[src/rtl/core/gsr_pkg.sv]
`default_nettype none
package gsr_pkg;

    localparam int MAX_FRAMES_DEF = 37;
    localparam int OUT_FRAMES_DEF = 20;
    localparam int PIXELS_DEF     = 9;

    localparam int NUM_PIX     = 9;
    localparam int PIX_W       = 10;
    localparam int OUT_W       = 15;
    localparam int SUM_W       = 14;
    localparam int BASE_W      = 30;
    localparam int MULA_W      = 30;
    localparam int MULB_W      = 17;
    localparam int PROD_W      = 47;
    localparam int FRAC_W      = 5;
    localparam int IDX_OUT_W   = 5;
    localparam int IDLE_KEEP   = 3;
    localparam int QUIET_FRAMES = 3;
    localparam int CFG_IDX_W   = 2;
    localparam int CFG_DATA_W  = 16;

    localparam logic [15:0] EMA_WEIGHT_RST  = 16'd6554;
    localparam logic [15:0] BAND_MARGIN_RST = 16'd6554;
    localparam logic [9:0]  PIX_LIMIT_RST   = 10'd51;

    typedef enum logic [CFG_IDX_W-1:0] {
        CFG_EMA_WEIGHT  = 2'd0,
        CFG_BAND_MARGIN = 2'd1,
        CFG_PIX_LIMIT   = 2'd2
    } cfg_idx_t;

    typedef enum logic [3:0] {
        ST_IDLE,
        ST_SUM,
        ST_MLO,
        ST_MHI,
        ST_CMP,
        ST_EMA,
        ST_EMB,
        ST_EMC,
        ST_POST,
        ST_CPRD,
        ST_CPWR,
        ST_DIV,
        ST_GA,
        ST_GB,
        ST_GC,
        ST_GW
    } gsr_state_t;

    typedef struct packed {
        logic [PIX_W-1:0] pix0;
        logic [PIX_W-1:0] pix1;
        logic [PIX_W-1:0] pix2;
        logic [PIX_W-1:0] pix3;
        logic [PIX_W-1:0] pix4;
        logic [PIX_W-1:0] pix5;
        logic [PIX_W-1:0] pix6;
        logic [PIX_W-1:0] pix7;
        logic [PIX_W-1:0] pix8;
    } in_item_t;

    typedef struct packed {
        logic [OUT_W-1:0]     out0;
        logic [OUT_W-1:0]     out1;
        logic [OUT_W-1:0]     out2;
        logic [OUT_W-1:0]     out3;
        logic [OUT_W-1:0]     out4;
        logic [OUT_W-1:0]     out5;
        logic [OUT_W-1:0]     out6;
        logic [OUT_W-1:0]     out7;
        logic [OUT_W-1:0]     out8;
        logic [IDX_OUT_W-1:0] sample_index;
        logic                 last_frame;
    } out_item_t;

    typedef logic [NUM_PIX-1:0][PIX_W-1:0] frame_t;
    typedef logic [NUM_PIX-1:0][OUT_W-1:0] pix_out_t;

    typedef struct packed {
        logic [MULA_W-1:0] a;
        logic [MULB_W-1:0] b;
    } mul_req_t;

    function automatic frame_t to_frame(input in_item_t d);
        frame_t f;
        f[0] = d.pix0;
        f[1] = d.pix1;
        f[2] = d.pix2;
        f[3] = d.pix3;
        f[4] = d.pix4;
        f[5] = d.pix5;
        f[6] = d.pix6;
        f[7] = d.pix7;
        f[8] = d.pix8;
        return f;
    endfunction

    function automatic logic [SUM_W-1:0] frame_sum(input frame_t f);
        logic [SUM_W-1:0] s;
        s = '0;
        for (int j = 0; j < NUM_PIX; j++) begin
            s = s + SUM_W'(f[j]);
        end
        return s;
    endfunction

endpackage
`default_nettype wire

[src/rtl/core/gsr_lerp.sv]
`default_nettype none
module gsr_lerp
    import gsr_pkg::*;
(
    input  frame_t            fa,
    input  frame_t            fb,
    input  logic [FRAC_W-1:0] frac,
    output pix_out_t          val
);

    logic [FRAC_W:0] w0;
    logic [16:0]     t;

    always_comb
    begin
        w0 = (FRAC_W+1)'(1 << FRAC_W) - {1'b0, frac};
        t  = '0;
        for (int j = 0; j < NUM_PIX; j++)
        begin
            t      = 17'(fa[j]) * 17'(w0) + 17'(fb[j]) * 17'(frac);
            val[j] = t[OUT_W-1:0];
        end
    end

endmodule
`default_nettype wire

[config.mk]
export PLATFORM = sky130hd
export DESIGN_NAME = gsr_lerp
export DESIGN_NICKNAME = d
export VERILOG_FILES = /design/src/rtl/core/gsr_pkg.sv /design/src/rtl/core/gsr_lerp.sv
export SDC_FILE = /design/constraint.sdc
export NUM_CORES = 2
export LEC_CHECK = 0
export BUFFER_PORTS_ARGS = -buffer_cell sky130_fd_sc_hd__buf_2
export CAP_MARGIN = 20
export CORE_ASPECT_RATIO = 0.9
export CORE_MARGIN = 2
export CORE_UTILIZATION = 33
export DETAILED_ROUTE_END_ITERATION = 6
export SLEW_MARGIN = 10
export SYNTH_ARGS = -nofsm -noshare
export SYNTH_HDL_FRONTEND = slang
export SYNTH_SLANG_ARGS = --single-unit
[constraint.sdc]
create_clock -name vclk -period 17.2
set_input_delay 1.72 -clock vclk [all_inputs]
set_output_delay 1.72 -clock vclk [all_outputs]
set_load 0.02 [all_outputs]
Yosys cells after proc, flatten, opt, wreduce, memory -nomap -nowiden
Index checks and enable logic that the tools add are counted.
- add/subtract/negate cells: 10
- $mul: 18
- operators with widths (operator ; count):
    adder 15 bit ; 9
    multiplier 10 x 5 -> 15 bit ; 9
    multiplier 10 x 6 -> 15 bit ; 9
    subtractor 6 x 5 -> 6 bit (first input constant) ; 1
- register bits after elaboration: 0
- input bits: 185
- output and inout port bits: 135
- word-level logic and storage cells: 28

Longest topological paths before layout
- word-level depth: 3
- mapped depth: 25
- gate-level depth less buffers: 21

Worst setup path after synthesis
Ideal clock, no wire load.
- path type: input-to-output
- start point: input port frac[0]
- end point: output port val[27] (netlist bit)
- arrival: 7.830 ns
- required time: 15.480 ns
- path slack: 7.650 ns
- stages on the path: 22
- buffers on the path: 4
- path through: clkbuf_1 -> clkbuf_1 -> clkbuf_1 -> inv_1 -> ha_1 -> xnor2_1 -> clkbuf_1 -> nand2_1 -> fa_1 -> inv_1 -> fa_1 -> inv_1 -> fa_1 -> fa_1 -> fa_1 -> inv_1 -> ha_1 -> o211ai_1 -> a21oi_1 -> o21ai_0 -> nand2_1 -> o311ai_0
- RTL lines (what ; line ; text):
    start: declaration ; gsr_lerp.sv:7 ; input logic [FRAC_W-1:0] frac,
    end: declaration ; gsr_lerp.sv:8 ; output pix_out_t val

==> metrics.yaml <==
outcome: "complete, no violations"
drc: 0
portBuffers: 320
yosysTopAreaCell: "fa_1"
gp_congestion: 0.8266
dr.pass1.iters: 5
ctsHoldBuffers: 0
nets: 5030
fin_util_pct: 36.45
hold_viol_final: 0
slew_viol_final: 0
syn_area_per_cell_um2: 8.639
die_w_um: 326.2
hold_path_class: "in2out"
drive_gt1_share_pct: 8.978
setup-tns-final_ps: 0
die_y_um: 294.0
antenna_found_initial: 26
ys_seq_area_share_pct: 0
synth_cells: 3569
nClkBuffers: 0
path_max_fanout: 66
yosysTopAreaCellShare_pct: 46.17
synth_area_leaders: "fa_1 46%, ha_1 14%, and2_1 12%"
routedWlPerCell_um: 15.53
finalCritPeriodShare_pct: 61.14
synth_area_mm2: 0.03083
drv_cap: 0
fmax_mhz: 95.09
multiInputGateArea_mm2: 0.02714
route.vias.total: 23230
grt.total_usage_pct: 16.91
gr-total-overflow: 0
cp.arrival_ps: 8800
worstSetupPathType: "in2out"
seq_cell_count: 0
grt_max_degree: 94
core_mm2: 0.09271
dp_hpwl_um: 65940
initial_core_util_pct: 33.26
totalWireLength_um: 78450
ctsResizeCount: 0
tightest_slew_ps: 1110
die_area_mm2: 0.09589
synth_nets: 4799
antenna_left: 0
cp-start-kind: "input pin"
syn2layout_area_growth_pct: 9.610
grt_first_pass_wirelength_um: 132100
finalSetupViolations: 0
relSlewSlack_pct: 25.98
routed_via_density: 4.598
synth.distinct_cells: 34
synth_warnings: 0
nFillCells: 9632
required_ps: 15480
grt_pass1_vias: 24880
fin_crit_ps: 10520
drtIter0Drc: 972
rows: 106
synthTopCellsByCount: "886 x inv_1, 711 x fa_1, 605 x and2_1"
rsz0062_at_grt: "no"
io_pins: 320
sequential_cell_area_um2: 0
cts_setup_buffers: 0
synth_most_common_cell: "inv_1"
endpoint_kind: "output pin"
## cell usage in the layout (no fill, tap or decap), drive strengths merged
cell type      netlist  layout
o21bai               8       8
nand4b               2       2
o311ai               8       8
xnor2              102     102
o21ai               30      30
clkdlybuf4s18        0       1
nor2b                4       4
mux2i                3       3
a21o                34      34
nor2                51      51
nand2              430     430
fa                 711     711
inv                886     886
a21boi               9       9
o211ai              16      16
and3                 9       9
a21oi               96      96
buf                 14     334
o41ai                9       9
a31oi                9       9
or4b                 2       2
nand2b              27      27
nor3                25      25
nand4                8       8
and2               605     605
diode                0      11
nor3b                1       1
xor2                18      18
ha                 334     334
nand3               10      10
a211o                9       9
or4                  7       7
## final cells by class
type	count	area share [%]
diodes	11	0.08145
repair buffers	335	5.176
multi-input cells	2577	80.30
inverters	886	9.841
well taps	1242	4.598
## metrics by stage
step,hold slack [ps],cells,setup WS [ps],area [um2]
6_report,3957,5051,6684,33790
5_1_grt,3987,5041,6163,33770
4_1_cts,3964,5039,6458,33740
3_5_place_dp,3967,5039,6499,33740
3_3_place_gp,3976,5038,6206,33730
2_1_floorplan,3758,3569,7650,30830
## cells by family (layout without fill, tap and decap cells)
kind of cell               count (synthesis)  count (layout)  share of synthesized area (%)
adders and majority gates               1045            1045                          59.72
muxes                                      3               3                        0.09740
and+or+nand+nor                         1181            1181                          20.04
AOI/OAI and AO/OA                        228             228                          4.598
xor gates and xnor gates                 120             120                          3.409
buffers and inverters                    992            1221                          12.13
other                                      0              11                              0
## critical path, stage by stage
cell      delay [ps]
buf_4            420
buf_16           310
nor2_1            70
nand2_1          170
xor2_4           660
buf_4            810
nand2_1          160
fa_1             440
fa_1             550
inv_1             60
fa_1             550
fa_1             450
fa_1             450
ha_1             360
o211ai_1         210
a21oi_1           80
o21ai_0          390
nand2_1          100
o311ai_0         490
buf_2            270
## per-layer routing
metal	track usage [%]	vias up	wire, um
met5	0	-	195
met4	0.9441	30	430
met3	2.049	62	4210
met2	28.17	439	36310
met1	24.58	11750	37300
li1	-	10950	-
## path summary, 6_finish.rpt
check               start  endpoint  slack, ps  depth (start not counted)
hold / removal     fb[10]   val[15]       3960                          4
setup / recovery  frac[3]   val[27]       6680                         20
Power is not shown: default switching activity piles up to over one toggle a cycle in this logic, so the estimate is an artifact.
