==> config.mk <==
export PLATFORM = sky130hd
export DESIGN_NAME = gsr_frame_store
export DESIGN_NICKNAME = d
export VERILOG_FILES = /design/src/rtl/core/gsr_pkg.sv /design/src/rtl/core/gsr_frame_store.sv
export SDC_FILE = /design/constraint.sdc
export NUM_CORES = 2
export LEC_CHECK = 0
export BUFFER_PORTS_ARGS = -buffer_cell sky130_fd_sc_hd__buf_2
export CAP_MARGIN = 40
export CORE_UTILIZATION = 47
export CTS_BUF_LIST = sky130_fd_sc_hd__clkbuf_8
export DETAILED_ROUTE_END_ITERATION = 8
export MAX_ROUTING_LAYER = met4
export SYNTH_ARGS = -nofsm -noshare
export SYNTH_HDL_FRONTEND = slang
export SYNTH_SLANG_ARGS = --single-unit
==> constraint.sdc <==
create_clock -name clk -period 10.6 [get_ports clk]
set_clock_uncertainty 0.15 [all_clocks]
set_input_delay 0.53 -clock clk [delete_from_list [all_inputs] [get_ports clk]]
set_output_delay 0.53 -clock clk [all_outputs]
set_load 0.02 [all_outputs]
==> src/rtl/core/gsr_pkg.sv <==
`default_nettype none
package gsr_pkg;

    localparam int MAX_FRAMES_DEF = 37;
    localparam int OUT_FRAMES_DEF = 20;
    localparam int PIXELS_DEF     = 9;

    localparam int NUM_PIX     = 9;
    localparam int PIX_W       = 10;
    localparam int OUT_W       = 15;
    localparam int SUM_W       = 14;
    localparam int BASE_W      = 30;
    localparam int MULA_W      = 30;
    localparam int MULB_W      = 17;
    localparam int PROD_W      = 47;
    localparam int FRAC_W      = 5;
    localparam int IDX_OUT_W   = 5;
    localparam int IDLE_KEEP   = 3;
    localparam int QUIET_FRAMES = 3;
    localparam int CFG_IDX_W   = 2;
    localparam int CFG_DATA_W  = 16;

    localparam logic [15:0] EMA_WEIGHT_RST  = 16'd6554;
    localparam logic [15:0] BAND_MARGIN_RST = 16'd6554;
    localparam logic [9:0]  PIX_LIMIT_RST   = 10'd51;

    typedef enum logic [CFG_IDX_W-1:0] {
        CFG_EMA_WEIGHT  = 2'd0,
        CFG_BAND_MARGIN = 2'd1,
        CFG_PIX_LIMIT   = 2'd2
    } cfg_idx_t;

    typedef enum logic [3:0] {
        ST_IDLE,
        ST_SUM,
        ST_MLO,
        ST_MHI,
        ST_CMP,
        ST_EMA,
        ST_EMB,
        ST_EMC,
        ST_POST,
        ST_CPRD,
        ST_CPWR,
        ST_DIV,
        ST_GA,
        ST_GB,
        ST_GC,
        ST_GW
    } gsr_state_t;

    typedef struct packed {
        logic [PIX_W-1:0] pix0;
        logic [PIX_W-1:0] pix1;
        logic [PIX_W-1:0] pix2;
        logic [PIX_W-1:0] pix3;
        logic [PIX_W-1:0] pix4;
        logic [PIX_W-1:0] pix5;
        logic [PIX_W-1:0] pix6;
        logic [PIX_W-1:0] pix7;
        logic [PIX_W-1:0] pix8;
    } in_item_t;

    typedef struct packed {
        logic [OUT_W-1:0]     out0;
        logic [OUT_W-1:0]     out1;
        logic [OUT_W-1:0]     out2;
        logic [OUT_W-1:0]     out3;
        logic [OUT_W-1:0]     out4;
        logic [OUT_W-1:0]     out5;
        logic [OUT_W-1:0]     out6;
        logic [OUT_W-1:0]     out7;
        logic [OUT_W-1:0]     out8;
        logic [IDX_OUT_W-1:0] sample_index;
        logic                 last_frame;
    } out_item_t;

    typedef logic [NUM_PIX-1:0][PIX_W-1:0] frame_t;
    typedef logic [NUM_PIX-1:0][OUT_W-1:0] pix_out_t;

    typedef struct packed {
        logic [MULA_W-1:0] a;
        logic [MULB_W-1:0] b;
    } mul_req_t;

    function automatic frame_t to_frame(input in_item_t d);
        frame_t f;
        f[0] = d.pix0;
        f[1] = d.pix1;
        f[2] = d.pix2;
        f[3] = d.pix3;
        f[4] = d.pix4;
        f[5] = d.pix5;
        f[6] = d.pix6;
        f[7] = d.pix7;
        f[8] = d.pix8;
        return f;
    endfunction

    function automatic logic [SUM_W-1:0] frame_sum(input frame_t f);
        logic [SUM_W-1:0] s;
        s = '0;
        for (int j = 0; j < NUM_PIX; j++) begin
            s = s + SUM_W'(f[j]);
        end
        return s;
    endfunction

endpackage
`default_nettype wire

==> src/rtl/core/gsr_frame_store.sv <==
`default_nettype none
module gsr_frame_store
    import gsr_pkg::*;
#(
    parameter int DEPTH = MAX_FRAMES_DEF,
    parameter int AW    = $clog2(MAX_FRAMES_DEF)
)(
    input  logic          clk,
    input  logic          we,
    input  logic [AW-1:0] waddr,
    input  frame_t        wdata,
    input  logic [AW-1:0] raddr,
    output frame_t        rdata
);

    frame_t mem_array [DEPTH];
    frame_t rdata_reg;

    always_ff @(posedge clk)
    begin
        if (we)
        begin
            mem_array[waddr] <= wdata;
        end
        rdata_reg <= mem_array[raddr];
    end

    assign rdata = rdata_reg;

endmodule
`default_nettype wire

# Yosys cells after proc, flatten, opt, wreduce, memory -nomap -nowiden
# Memory sizes are Yosys's and may differ from the RTL's. A register that Yosys moved wholly into a read port is not among the register bits.
# Index checks and enable logic that the tools add are counted.
word_totals:
  word_cells: 3
  mem_count: 1
  in_bits: 104
  mem_bits_rw: 3330
  register_bits: 0
  out_inout_bits: 90
classes:
  muxes: 2
memory_table:
  columns: ["memory", "depth", "word_bits", "rd", "rd_ports_with_merged_regs", "write_ports", "line", "rtl"]
  rows:
  - ["mem_array", 37, 90, 1, 1, 1, "gsr_frame_store.sv:16", "frame_t mem_array [DEPTH];"]
ops:
  columns: ["op", "n"]
  rows:
  - ["two-way mux 1 bit", 2]

# Depth between registers and ports, before layout
depth:
  ltp_word: 2
  depth_mapped: 9
  mapped_depth_nobuf: 5

# Least setup slack after synthesis
# Ideal clock, no wire load.
synth_timing:
  path_kind: "input port to flip-flop"
  start: "in waddr[3]"
  end: "mem mem_array[16][0] in the netlist's numbering (enable)"
  path_stages: 3
  slack_ns: 2.865
  n_path_buf: 0
  required_time_ns: 9.801
  arrival_time_ns: 6.937
  path_cell_list: "nor2_1 -> nand4b_1 -> nor3_1"
synth_rtl:
  columns: ["element", "line", "rtl"]
  rows:
  - ["from (decl)", "gsr_frame_store.sv:10", "input logic [AW-1:0] waddr,"]
  - ["to (decl)", "gsr_frame_store.sv:16", null]
# No word-level cell before the write port.

==> metrics.yaml <==
detailed_routing:
  ant_nets: 0
  post-route-drc-count: 0
  drt_wl_total_um: 330000
  vias: 62222
  routed_via_density: 6.09
  first_iter_violations: 6588
  first_pass_iters: 5
  drt-wirelength-per-cell_um: 32.3
timing:
  slew_headroom: 0.319
  fmax_mhz: 264
  period_needed_ns: 3.78
  hold_viol: 0
  tns_ns: 0
  grt_setup_unrepaired: "false"
  finalCritPeriodShare: 0.357
  whs_ns: 0.107
  setup_violations: 0
  slew_violations: 0
  tightest_slew_ns: 1.02
cells_and_area:
  seqCellArea_um2: 102000
  largest_reg_flops: 3330
  drive_gt1_frac: 0.309
  nets: 6299
  multi_input_area_um2: 24800
  nFillCells: 20657
  area_growth_pct: 14.1
synthesis:
  synth_cells: 5468
  synth_xor_area_frac: 0
  syn-cell-area_um2: 128000
  synth_top_area_cell: "edfxtp_1"
  synth.area.mux_share: 0.155
  synth_top_area_frac: 0.783
  synth_fa_ha_area_frac: 0
  avgSynthCellArea_um2: 23.4
  yosys-top-cells-area: "edfxtp_1 (78%), mux4_2 (13%), mux2_2 (1.6%), dfxtp_1 (1.4%), a22oi_1 (1.2%)"
  synth_nets: 5572
  yosysSeqAreaShare: 0.797
  synth-simple-area-share: 0.00750
  synth_compound_area_frac: 0.0288
  ys_warn_count: 0
  yosys_register_bits: 3420
  ys_types: 33
  synth_top_family_by_area: "multiplexers"
floorplan:
  coreArea_um2: 271000
  io_pins: 194
  die_w_um: 523
  fp.dieArea_um2: 274000
  rows: 191
  initial_core_util: 0.472
  die_h_um: 523
placed_design:
  dp_hpwl_um: 169000
  port-buffer-count: 193
  place_congestion: 0.761
cts:
  cts_htree_levels: 6
  clock-sinks: 3420
  clk_pin_slew_ns: 0.06
  clkLatencyLatePin_ns: 1.06
  clockBufferDepth: 4
  postCtsResizedCells: 0
  cts-root-buf: "clkbuf_8"
  cts_tree: "built"
  cts_setup_buffers: 0
  numCtsBuffers: 560
  postCtsHoldBufs: 100
grt:
  grt_pass1_vias: 64382
  grt.total_usage: 0.249
  grt_pass1_wl_um: 469000
  grt_max_degree: 113
  grt-ovfl-total: 0
  antenna_found_initial: 23
pwr:
  p_per_area_nw_per_um2: 184
  p_comb_frac: 0.049
  swShare: 0.224
  p_sw_uw: 6020
  ir_worst_vdd_mv: 0.131
  p_seq_frac: 0.560
  leakage_uw: 0.0468
  p_int_uw: 20800
  clkPwrFrac: 0.391
critical_path:
  path_max_fanout: 40
  critPathKind: "input pin to register"
  crit_path_end_kind: "register"
  worstPathArrival_ns: 4.58
  critPathLaunchType: "input pin"
  required_ns: 11.40
flow_run:
  cap_violations: 0
status:
  run_status: "finished, final reports clean"
hold_path:
  hold_class: "input pin to register"
-- cell usage after synthesis, drive strengths merged --
cell type,n
edfxtp,3330
mux4,748
a22oi,206
mux2,183
clkbuf,172
o22ai,149
buf,143
nand2,92
dfxtp,90
mux2i,88
nor3,61
a221o,59
nor2,40
a221oi,26
o31ai,26
a21oi,10
o21ai,10
nor2b,7
a22o,5
nand2b,5
o211ai,5
nand3,4
nand4,2
or2,2
and2,1
nand3b,1
nand4b,1
or3,1
or3b,1
-- stage by stage --
| stage | std cells | util | area (um^2) | total power [uW] | setup WS (ns) |
|---|---|---|---|---|---|
| after floorplan | 5468 | - | 128000 | 16000 | 2.86 |
| after global placement | 9051 | 0.493 | 133000 | 16600 | 6.04 |
| after detailed placement | 9103 | 0.497 | 135000 | 16600 | 6.21 |
| after CTS | 10194 | 0.539 | 146000 | 27100 | 6.97 |
| after global routing | 10211 | 0.539 | 146000 | 27700 | 6.74 |
| final | 10212 | 0.539 | 146000 | 26900 | 6.82 |
-- placed cells by master (no fill, tap or decap), types with 3 or more instances in the layout --
cell           count
a21oi_1           10
a221o_1           59
a221oi_1          26
a22o_1             5
a22oi_1          206
buf_12            28
buf_16            39
buf_2            188
buf_4            122
bufinv_16          5
clkbuf_8         600
clkinv_1          82
clkinv_2          38
clkinv_8           4
clkinvlp_4        13
dfxtp_1           90
diode_2           18
dlygate4sd3_1    100
edfxtp_1        3330
inv_1            227
inv_12             3
inv_6             13
inv_8              6
mux2_2           183
mux2i_1           88
mux4_2           748
nand2_1           90
nand3_1            4
nor2_1             3
nor2_4            37
nor2b_1            3
nor2b_4            4
nor3_1            59
o211ai_1           5
o21ai_0           10
o22ai_1          149
o31ai_1           26
-- per-layer routing --
metal | global-route usage | routed length (um)
met2 | 0.394 | 162000
met4 | 0.0534 | 5600
met3 | 0.0434 | 24500
met5 | - | 0
met1 | 0.340 | 137000
-- logic make-up after synthesis --
kind of cell / Yosys count
muxes: 1019
buffers and inverters: 315
AOI/OAI and AO/OA: 496
DFF: 3420
and+or+nand+nor: 218
-- area by class of cell --
| type | instances | area share |
|---|---|---|
| sequential | 3420 | 0.698 |
| multi-input combinational | 1733 | 0.170 |
| clock buffer | 599 | 0.0566 |
| timing repair buffer | 480 | 0.0311 |
| tap | 3570 | 0.0306 |
| clock inverter | 392 | 0.0131 |
| antenna | 18 | 0.000309 |
-- power groups by stage --
stage	Clock (uW)	Sequential [uW]	Combinational (uW)
after floorplan	0	15300	700
after global placement	0	15300	1250
after detailed placement	0	15300	1300
after CTS	10700	15000	1330
after global routing	11300	15000	1400
final	10500	15000	1320
-- final timing paths --
kind                startpoint  slack (ns)  cells past startpoint         to
max                   raddr[2]        6.82                      9  rdata[37]
min                   raddr[3]        0.11                      3  rdata[53]
max reg2reg  mem_array[35][37]        7.80                      5  rdata[37]
min reg2reg  mem_array[36][12]        0.44                      2  rdata[12]
-- critical path: stages --
cell	delay, ns
dlygate4sd3_1	0.57
buf_8	0.39
buf_4	0.72
buf_4	0.59
mux4_2	0.40
mux2_2	0.29
mux2i_1	0.16
o31ai_1	0.11
dlygate4sd3_1	0.64
No activity file was read; power rests on OpenSTA's default activity.
