File: src/rtl/core/gsr_pkg.sv
`default_nettype none
package gsr_pkg;

    localparam int MAX_FRAMES_DEF = 37;
    localparam int OUT_FRAMES_DEF = 20;
    localparam int PIXELS_DEF     = 9;

    localparam int NUM_PIX     = 9;
    localparam int PIX_W       = 10;
    localparam int OUT_W       = 15;
    localparam int SUM_W       = 14;
    localparam int BASE_W      = 30;
    localparam int MULA_W      = 30;
    localparam int MULB_W      = 17;
    localparam int PROD_W      = 47;
    localparam int FRAC_W      = 5;
    localparam int IDX_OUT_W   = 5;
    localparam int IDLE_KEEP   = 3;
    localparam int QUIET_FRAMES = 3;
    localparam int CFG_IDX_W   = 2;
    localparam int CFG_DATA_W  = 16;

    localparam logic [15:0] EMA_WEIGHT_RST  = 16'd6554;
    localparam logic [15:0] BAND_MARGIN_RST = 16'd6554;
    localparam logic [9:0]  PIX_LIMIT_RST   = 10'd51;

    typedef enum logic [CFG_IDX_W-1:0] {
        CFG_EMA_WEIGHT  = 2'd0,
        CFG_BAND_MARGIN = 2'd1,
        CFG_PIX_LIMIT   = 2'd2
    } cfg_idx_t;

    typedef enum logic [3:0] {
        ST_IDLE,
        ST_SUM,
        ST_MLO,
        ST_MHI,
        ST_CMP,
        ST_EMA,
        ST_EMB,
        ST_EMC,
        ST_POST,
        ST_CPRD,
        ST_CPWR,
        ST_DIV,
        ST_GA,
        ST_GB,
        ST_GC,
        ST_GW
    } gsr_state_t;

    typedef struct packed {
        logic [PIX_W-1:0] pix0;
        logic [PIX_W-1:0] pix1;
        logic [PIX_W-1:0] pix2;
        logic [PIX_W-1:0] pix3;
        logic [PIX_W-1:0] pix4;
        logic [PIX_W-1:0] pix5;
        logic [PIX_W-1:0] pix6;
        logic [PIX_W-1:0] pix7;
        logic [PIX_W-1:0] pix8;
    } in_item_t;

    typedef struct packed {
        logic [OUT_W-1:0]     out0;
        logic [OUT_W-1:0]     out1;
        logic [OUT_W-1:0]     out2;
        logic [OUT_W-1:0]     out3;
        logic [OUT_W-1:0]     out4;
        logic [OUT_W-1:0]     out5;
        logic [OUT_W-1:0]     out6;
        logic [OUT_W-1:0]     out7;
        logic [OUT_W-1:0]     out8;
        logic [IDX_OUT_W-1:0] sample_index;
        logic                 last_frame;
    } out_item_t;

    typedef logic [NUM_PIX-1:0][PIX_W-1:0] frame_t;
    typedef logic [NUM_PIX-1:0][OUT_W-1:0] pix_out_t;

    typedef struct packed {
        logic [MULA_W-1:0] a;
        logic [MULB_W-1:0] b;
    } mul_req_t;

    function automatic frame_t to_frame(input in_item_t d);
        frame_t f;
        f[0] = d.pix0;
        f[1] = d.pix1;
        f[2] = d.pix2;
        f[3] = d.pix3;
        f[4] = d.pix4;
        f[5] = d.pix5;
        f[6] = d.pix6;
        f[7] = d.pix7;
        f[8] = d.pix8;
        return f;
    endfunction

    function automatic logic [SUM_W-1:0] frame_sum(input frame_t f);
        logic [SUM_W-1:0] s;
        s = '0;
        for (int j = 0; j < NUM_PIX; j++) begin
            s = s + SUM_W'(f[j]);
        end
        return s;
    endfunction

endpackage
`default_nettype wire

File: src/rtl/core/gsr_mul.sv
`default_nettype none
module gsr_mul
    import gsr_pkg::*;
(
    input  logic              clk,
    input  mul_req_t          req,
    output logic [PROD_W-1:0] prod
);

    logic [PROD_W-1:0] prod_reg;

    always_ff @(posedge clk)
    begin
        prod_reg <= PROD_W'(req.a) * PROD_W'(req.b);
    end

    assign prod = prod_reg;

endmodule
`default_nettype wire

File: config.mk
export PLATFORM = sky130hd
export DESIGN_NAME = gsr_mul
export DESIGN_NICKNAME = d
export VERILOG_FILES = /design/src/rtl/core/gsr_pkg.sv /design/src/rtl/core/gsr_mul.sv
export SDC_FILE = /design/constraint.sdc
export NUM_CORES = 1
export LEC_CHECK = 0
export ABC_AREA = 1
export BUFFER_PORTS_ARGS = -buffer_cell sky130_fd_sc_hd__buf_4
export CELL_PAD_IN_SITES_DETAIL_PLACEMENT = 0
export CELL_PAD_IN_SITES_GLOBAL_PLACEMENT = 1
export CORE_MARGIN = 3
export CORE_UTILIZATION = 31
export DETAILED_ROUTE_END_ITERATION = 10
export HOLD_SLACK_MARGIN = 0.05
export PLACE_DENSITY_LB_ADDON = 0.15
export SKIP_CTS_REPAIR_TIMING = 1
export SLEW_MARGIN = 40
export SYNTH_ARGS = -nofsm -noshare
export SYNTH_HDL_FRONTEND = slang
export SYNTH_SLANG_ARGS = --single-unit
export TNS_END_PERCENT = 5
File: constraint.sdc
create_clock -name clk -period 5.25 [get_ports clk]
set_input_delay 0.525 -clock clk [delete_from_list [all_inputs] [get_ports clk]]
set_output_delay 0.525 -clock clk [all_outputs]
set_load 0.005 [all_outputs]
## Word-level counts from Yosys, hierarchy flattened

Cells that the tools add are included.

- Input bits: 48
- Output and inout bits: 47
- Register bits after elaboration: 47

- Multiply operators: 1

Operator list:

| cell | count |
|---|---|
| 30-bit by 17-bit multiplier with 47-bit output | 1 |

## Depth between registers and ports, before layout

Gate-level depths: netlist (run 1).

- Depth after elaboration: 1
- Depth in mapped cells: 29
- Depth with buffers taken out: 27

## Worst setup path before layout (run 1)

No wires, ideal clock.

- Path type: input to register
- From: in req[44] (netlist bit)
- To: reg prod_reg[42] (netlist: prod[42])
- Path slack: -0.251 ns
- Buffers on the path: 2
- Data arrival time: 5.389 ns
- Setup time: 0.112 ns
- Cell stages on the path: 23
- Path through: clkbuf_1 -> clkbuf_1 -> nand2_1 -> fa_1 -> inv_1 -> fa_1 -> inv_1 -> fa_1 -> inv_1 -> fa_1 -> fa_1 -> inv_1 -> fa_1 -> inv_1 -> ha_1 -> a21oi_1 -> nand2_1 -> a21oi_1 -> nor2_1 -> nor2_1 -> nand2_1 -> nand2_1 -> nand2_1

- Longest elaborated chain between the ends: 1

RTL lines:

| item | line | source |
|---|---|---|
| start, declared | gsr_mul.sv:6 | `input mul_req_t req,` |
| 30-bit by 17-bit multiplier with 47-bit output | gsr_mul.sv:14 | `prod_reg <= PROD_W'(req.a) * PROD_W'(req.b);` |
| end signal, assigned | gsr_mul.sv:14 |  |
| end, declared | gsr_mul.sv:10 | `logic [PROD_W-1:0] prod_reg;` |

Every way passes these cells.

## Worst setup path after layout (run 1)

- From: in req[24] (netlist bit)
- To: reg prod_reg[37] (netlist: prod[37])

The elaborated chain is that of the path after synthesis.

==> results.toml, run 1 <==
[global_route]
grt_usage_pct = 17.50
grt_pass1_vias = 16730
grt_max_degree = 31
grt-ovfl-total = 0
antenna_found_initial = 0
grt_pass1_wl_um = 87940

[floorplan]
die_y_um = 251.0
start_util_pct = 31.42
coreArea_mm2 = 0.05924
die_x_um = 251.0
die_area_mm2 = 0.06302
rows = 89
ios = 95

[critical_path]
crit_start = "req[24]"
cp.arrival_ns = 5.35
cp_max_fo = 8
worst_ep_required_time_ns = 5.45
slowest_stage = "fa_1"
cp_top_family = "adder cells"
end_kind = "flip-flop"
crit_chain = "buf_12 -> buf_8 -> nand2_4 -> inv_2 -> fa_1 -> fa_1 -> fa_1 -> fa_2 -> fa_1 -> inv_2 -> fa_1 -> inv_2 -> ha_4 -> nand2_4 -> inv_2 -> nand2_2 -> nand2_4 -> a21oi_4 -> nor2_1 -> nor2_1 -> nand2_1 -> nand2_1 -> nand2_2"
start_kind = "input pin"
setup.worst_path.class = "in -> reg"
crit_path_frequent_cell = "fa_1"
worst-path-buf-inv = 6
critPathMaxStageDelay_ns = 0.61

[placed_design]
dp_hpwl_um = 46950
dpl_cell_area_mm2 = 0.02141
port_buffers = 94
place_congestion = 0.8482

[logic_synthesis]
netlist_area_mm2 = 0.01861
ys_types = 23
syn_inst = 2549
synth_top_cell_area_share_pct = 45.07
syn_avg_cell_area_um2 = 7.302
synth_largest_area_cell = "fa_1"
netlist_top_cells_area = "fa_1, inv_1, nand2_1"
syn-num-nets = 3137
yosys_warnings = 0
ys_ff_latch = 47
yosysSeqAreaShare_pct = 5.055

[drt]
drt-wirelength-per-cell_um = 15.07
routed-via-count = 15020
drt_wl_total_um = 52990
drtPass1Iterations = 5
drc = 0
ant_nets = 0
vias_per_cell = 4.273
drt_iter0_drc = 449

[sta]
timing.final.crit_share_pct = 98.09
worstMarginPinSlew_ns = 0.4150
clock.fmax_mhz = 194.2
slew_headroom_pct = 72.33
maxSlewViolCount = 0
period_minus_slack_ns = 5.150
rsz0062_at_grt = "yes"
setup_viol = 0
hold_viol_final = 0

[clock_network]
clk_path_buf_depth = 2
clk_transition_reported_paths_ns = 0.07
htreeDepth = 2
cts_tree = "built"
cts-root-buf = "clkbuf_16"
cts.sinks = 47
cts_made_buffers = 5

[cells_and_area]
largest_reg_flops = 47
n_antenna_cell = 0
drive_above_1_share_pct = 18.92
design_area_mm2 = 0.02292
final_nets = 3330
area_growth_pct = 23.15
fillers = 6308

[run]
maxCapViolations = 0

[run_status]
status = "finished clean"

[min_path]
hold_path_class = "in -> reg"
hp-start = "req[0]"
==> cell type report <==
type | instances | area (um^2) | area share (%)
multi-input combinational | 1550 | 15030 | 65.57
inverter | 841 | 3157 | 13.77
timing repair buffer | 297 | 2655 | 11.58
tap | 773 | 967.2 | 4.219
sequential | 47 | 940.9 | 4.105
clock buffer | 5 | 125.1 | 0.5459
clock inverter | 3 | 46.29 | 0.2020
==> tightest hold or removal path: cells and delay by family <==
family        cells  cell delay (ns)
buf+inv           2             0.25
simple gates      1             0.10
==> through the flow <==
stage | util, % | setup slack (ns) | hold slack [ns] | TNS [ns] | std cells
after global placement | 36.14 | -0.6702 | 0.9072 | -14.46 | 3500
after global routing | 38.69 | -0.09789 | 0.6565 | -0.8234 | 3516
after floorplan | - | -0.02036 | 0.8092 | -0.1464 | 2549
after CTS | 36.43 | -0.3273 | 0.6355 | -3.504 | 3508
final | 38.69 | 0.1003 | 0.6383 | 0 | 3516
after detailed placement | 36.14 | -0.6370 | 0.9079 | -14.40 | 3500
==> logic make-up after synthesis <==
group	Yosys count	synth area share [%]
buf+inv	952	19.20
simple gates	937	19.92
fa+ha+maj	540	53.20
flops	47	5.055
compound gates	45	1.304
xor+xnor	28	1.318
==> final timing paths <==
path / to / slack, ns / cells after the start
worst max-delay path: prod[37] / 0.10 / 23
worst min-delay path: prod[0] / 0.64 / 3
==> Yosys cell counts <==
| cell type | count |
|---|---|
| fa_1 | 419 |
| nor2_2 | 4 |
| nand2_1 | 805 |
| dfxtp_1 | 47 |
| xor2_1 | 19 |
| nor3_1 | 4 |
| a31oi_1 | 4 |
| clkbuf_1 | 111 |
| nand3_2 | 9 |
| inv_1 | 841 |
| or2_2 | 2 |
| ha_1 | 121 |
| a21oi_1 | 31 |
| nand2b_1 | 1 |
| o21bai_1 | 5 |
| nor4_1 | 1 |
| xnor2_1 | 9 |
| nor2_4 | 5 |
| nor2_1 | 64 |
| nand2_2 | 13 |
| nand3_1 | 26 |
| o21ai_0 | 5 |
| nand4_1 | 3 |
==> cell usage in the layout, fill, tap and decap left out, types with 17 or more instances in the layout <==
master,n
inv_1,825
nand2_1,732
fa_1,406
buf_4,249
ha_1,97
nand2_2,71
dfxtp_1,47
nor2_1,42
nand3_1,21
ha_4,21
buf_6,20
nor2_4,19
a21oi_2,17
==> per-layer routing <==
layer,share of wire [%],GRT usage (%)
met1,42,21.06
met2,55,34.85
met3,1.5,0.8380
met4,1.3,2.602
met5,0,0
Power of run 1 is left out: the tool's default activity adds up to more than one toggle a clock period on the data nets, which glitch-free logic cannot reach.
==> run 2, diff against run 1 <==
CORE_ASPECT_RATIO = 0.8   (was not set)
==> run 2 against run 1 <==
Worst setup slack barely moved. Die area barely moved. First-iteration DRC count rose by 35%. Non-clock buffer count fell by 6. Maximum frequency barely moved. Via count fell by 0.61%. Flip-flop and latch count did not move. Wire length rose by 0.64%. Global-route usage rose by 0.22 points. Sequential share of layout area rose by 0.073 points. Critical path depth fell by 1.
==> results.toml, run 2 (synthesis results as in run 1) <==
[sta]
slew_headroom_pct = 73.35
rsz0062_at_grt = "yes"
setup_slack_ns = 0.09994
timing.final.crit_share_pct = 98.10
hold_viol_final = 0
worstMarginPinSlew_ns = 0.3997
maxSlewViolCount = 0
setup_viol = 0
clock.fmax_mhz = 194.2
period_minus_slack_ns = 5.150

[min_path]
hold_path_class = "in -> reg"

[drt]
drt_wl_total_um = 53330
vias_per_cell = 4.259
drt_iter0_drc = 608
drc = 0
drtPass1Iterations = 5
ant_nets = 0
routed-via-count = 14930
drt-wirelength-per-cell_um = 15.21

[critical_path]
crit_start = "req[42]"
cp.arrival_ns = 5.35
cp_top_family = "adder cells"
end_kind = "flip-flop"
start_kind = "input pin"
setup.worst_path.end = "prod[38]"
critPathMaxStageDelay_ns = 0.60
worst-path-buf-inv = 7
setup.worst_path.class = "in -> reg"
cp.depth = 22
cp_max_fo = 8
crit_path_frequent_cell = "fa_1"
crit_chain = "buf_4 -> buf_4 -> buf_4 -> nand2_1 -> inv_1 -> fa_1 -> inv_1 -> fa_1 -> fa_1 -> fa_1 -> fa_1 -> fa_1 -> inv_1 -> ha_4 -> nand2_2 -> nor2_4 -> nand2_1 -> buf_4 -> nor2_1 -> nand2_1 -> nand3_1 -> nand2_1"
worst_ep_required_time_ns = 5.45
slowest_stage = "fa_1"

[run]
maxCapViolations = 0

[cells_and_area]
largest_reg_flops = 47
final_cell_mix = "inv_1, nand2_1, fa_1, buf_4, ha_1"
design_area_mm2 = 0.02252
mostFrequentLayoutCell = "inv_1"
area_growth_pct = 21.00
fillers = 6223
drive_above_1_share_pct = 16.30
final_nets = 3324
n_antenna_cell = 0

[placed_design]
dpl_cell_area_mm2 = 0.02135
dp_hpwl_um = 46860
post-place-ws_ns = -0.6088
place_congestion = 0.8246
port_buffers = 94

[clock_network]
cts_tree = "built"
cts.sinks = 47
cts_made_buffers = 5
clk_path_buf_depth = 2
cts-root-buf = "clkbuf_16"
clk_transition_reported_paths_ns = 0.07
htreeDepth = 2

[floorplan]
rows = 79
coreArea_mm2 = 0.05881
start_util_pct = 31.65
ios = 95
die_y_um = 225.2
die_x_um = 280.0
die_area_mm2 = 0.06304

[global_route]
grt_pass1_wl_um = 89080
grt_usage_pct = 17.71
grt_max_degree = 31
antenna_found_initial = 0
grt-ovfl-total = 0
grt_pass1_vias = 16720

[run_status]
status = "finished clean"
-- run 2: cell count changes in the layout (fill, tap and decap cells not counted), moves of 7 or more --
| cell | previous run | this run |
|---|---|---|
| nand2_1 | 732 | 775 |
| nand2_2 | 71 | 37 |
| inv_2 | 16 | 7 |
| buf_6 | 20 | 27 |
| nand2_4 | 15 | 5 |
| inv_1 | 825 | 834 |
-- run 2: worst min-delay path by stage --
stage / from / end / slack, ns / depth (start not counted)
final: req[0] / prod[0] / 0.63 / 3
after global routing: req[0] / prod[0] / 0.65 / 3
after CTS: req[0] / prod[0] / 0.64 / 3
after detailed placement: prod[2] / prod[2] / 0.91 / 1
after global placement: prod[2] / prod[2] / 0.91 / 1
after floorplan: prod[0] / prod[0] / 0.81 / 0
-- run 2: layer usage --
| metal | GRT usage [%] | vias up | part of all wire [%] | wire, um |
|---|---|---|---|---|
| met5 | 0 | - | 0 | 0 |
| met4 | 1.971 | 0 | 0.87 | 464 |
| met3 | 1.388 | 28 | 2.0 | 1081 |
| met2 | 32.27 | 158 | 50 | 26800 |
| met1 | 23.77 | 7440 | 47 | 24980 |
| li1 | - | 7306 | - | - |
-- run 2: stage by stage --
step	util [%]	hold WS, ns	std cells	TNS [ns]
global route	38.29	0.6518	3506	-1.218
detailed placement	36.31	0.9078	3489	-14.30
global placement	36.31	0.9081	3489	-14.23
finish	38.29	0.6306	3506	0
floorplan	-	0.8092	2549	-0.1464
CTS	36.63	0.6444	3497	-3.888
-- run 2: layout make-up --
| cell class | count | area [um^2] | area share, % |
|---|---|---|---|
| Clock buffer | 5 | 125.1 | 0.5556 |
| Clock inverter | 3 | 67.56 | 0.3000 |
| Inverter | 841 | 3157 | 14.02 |
| Multi-Input combinational cell | 1550 | 14760 | 65.52 |
| Sequential cell | 47 | 940.9 | 4.178 |
| Tap cell | 769 | 962.2 | 4.272 |
| Timing Repair Buffer | 291 | 2514 | 11.16 |
Power of run 2 is left out for the same reason.
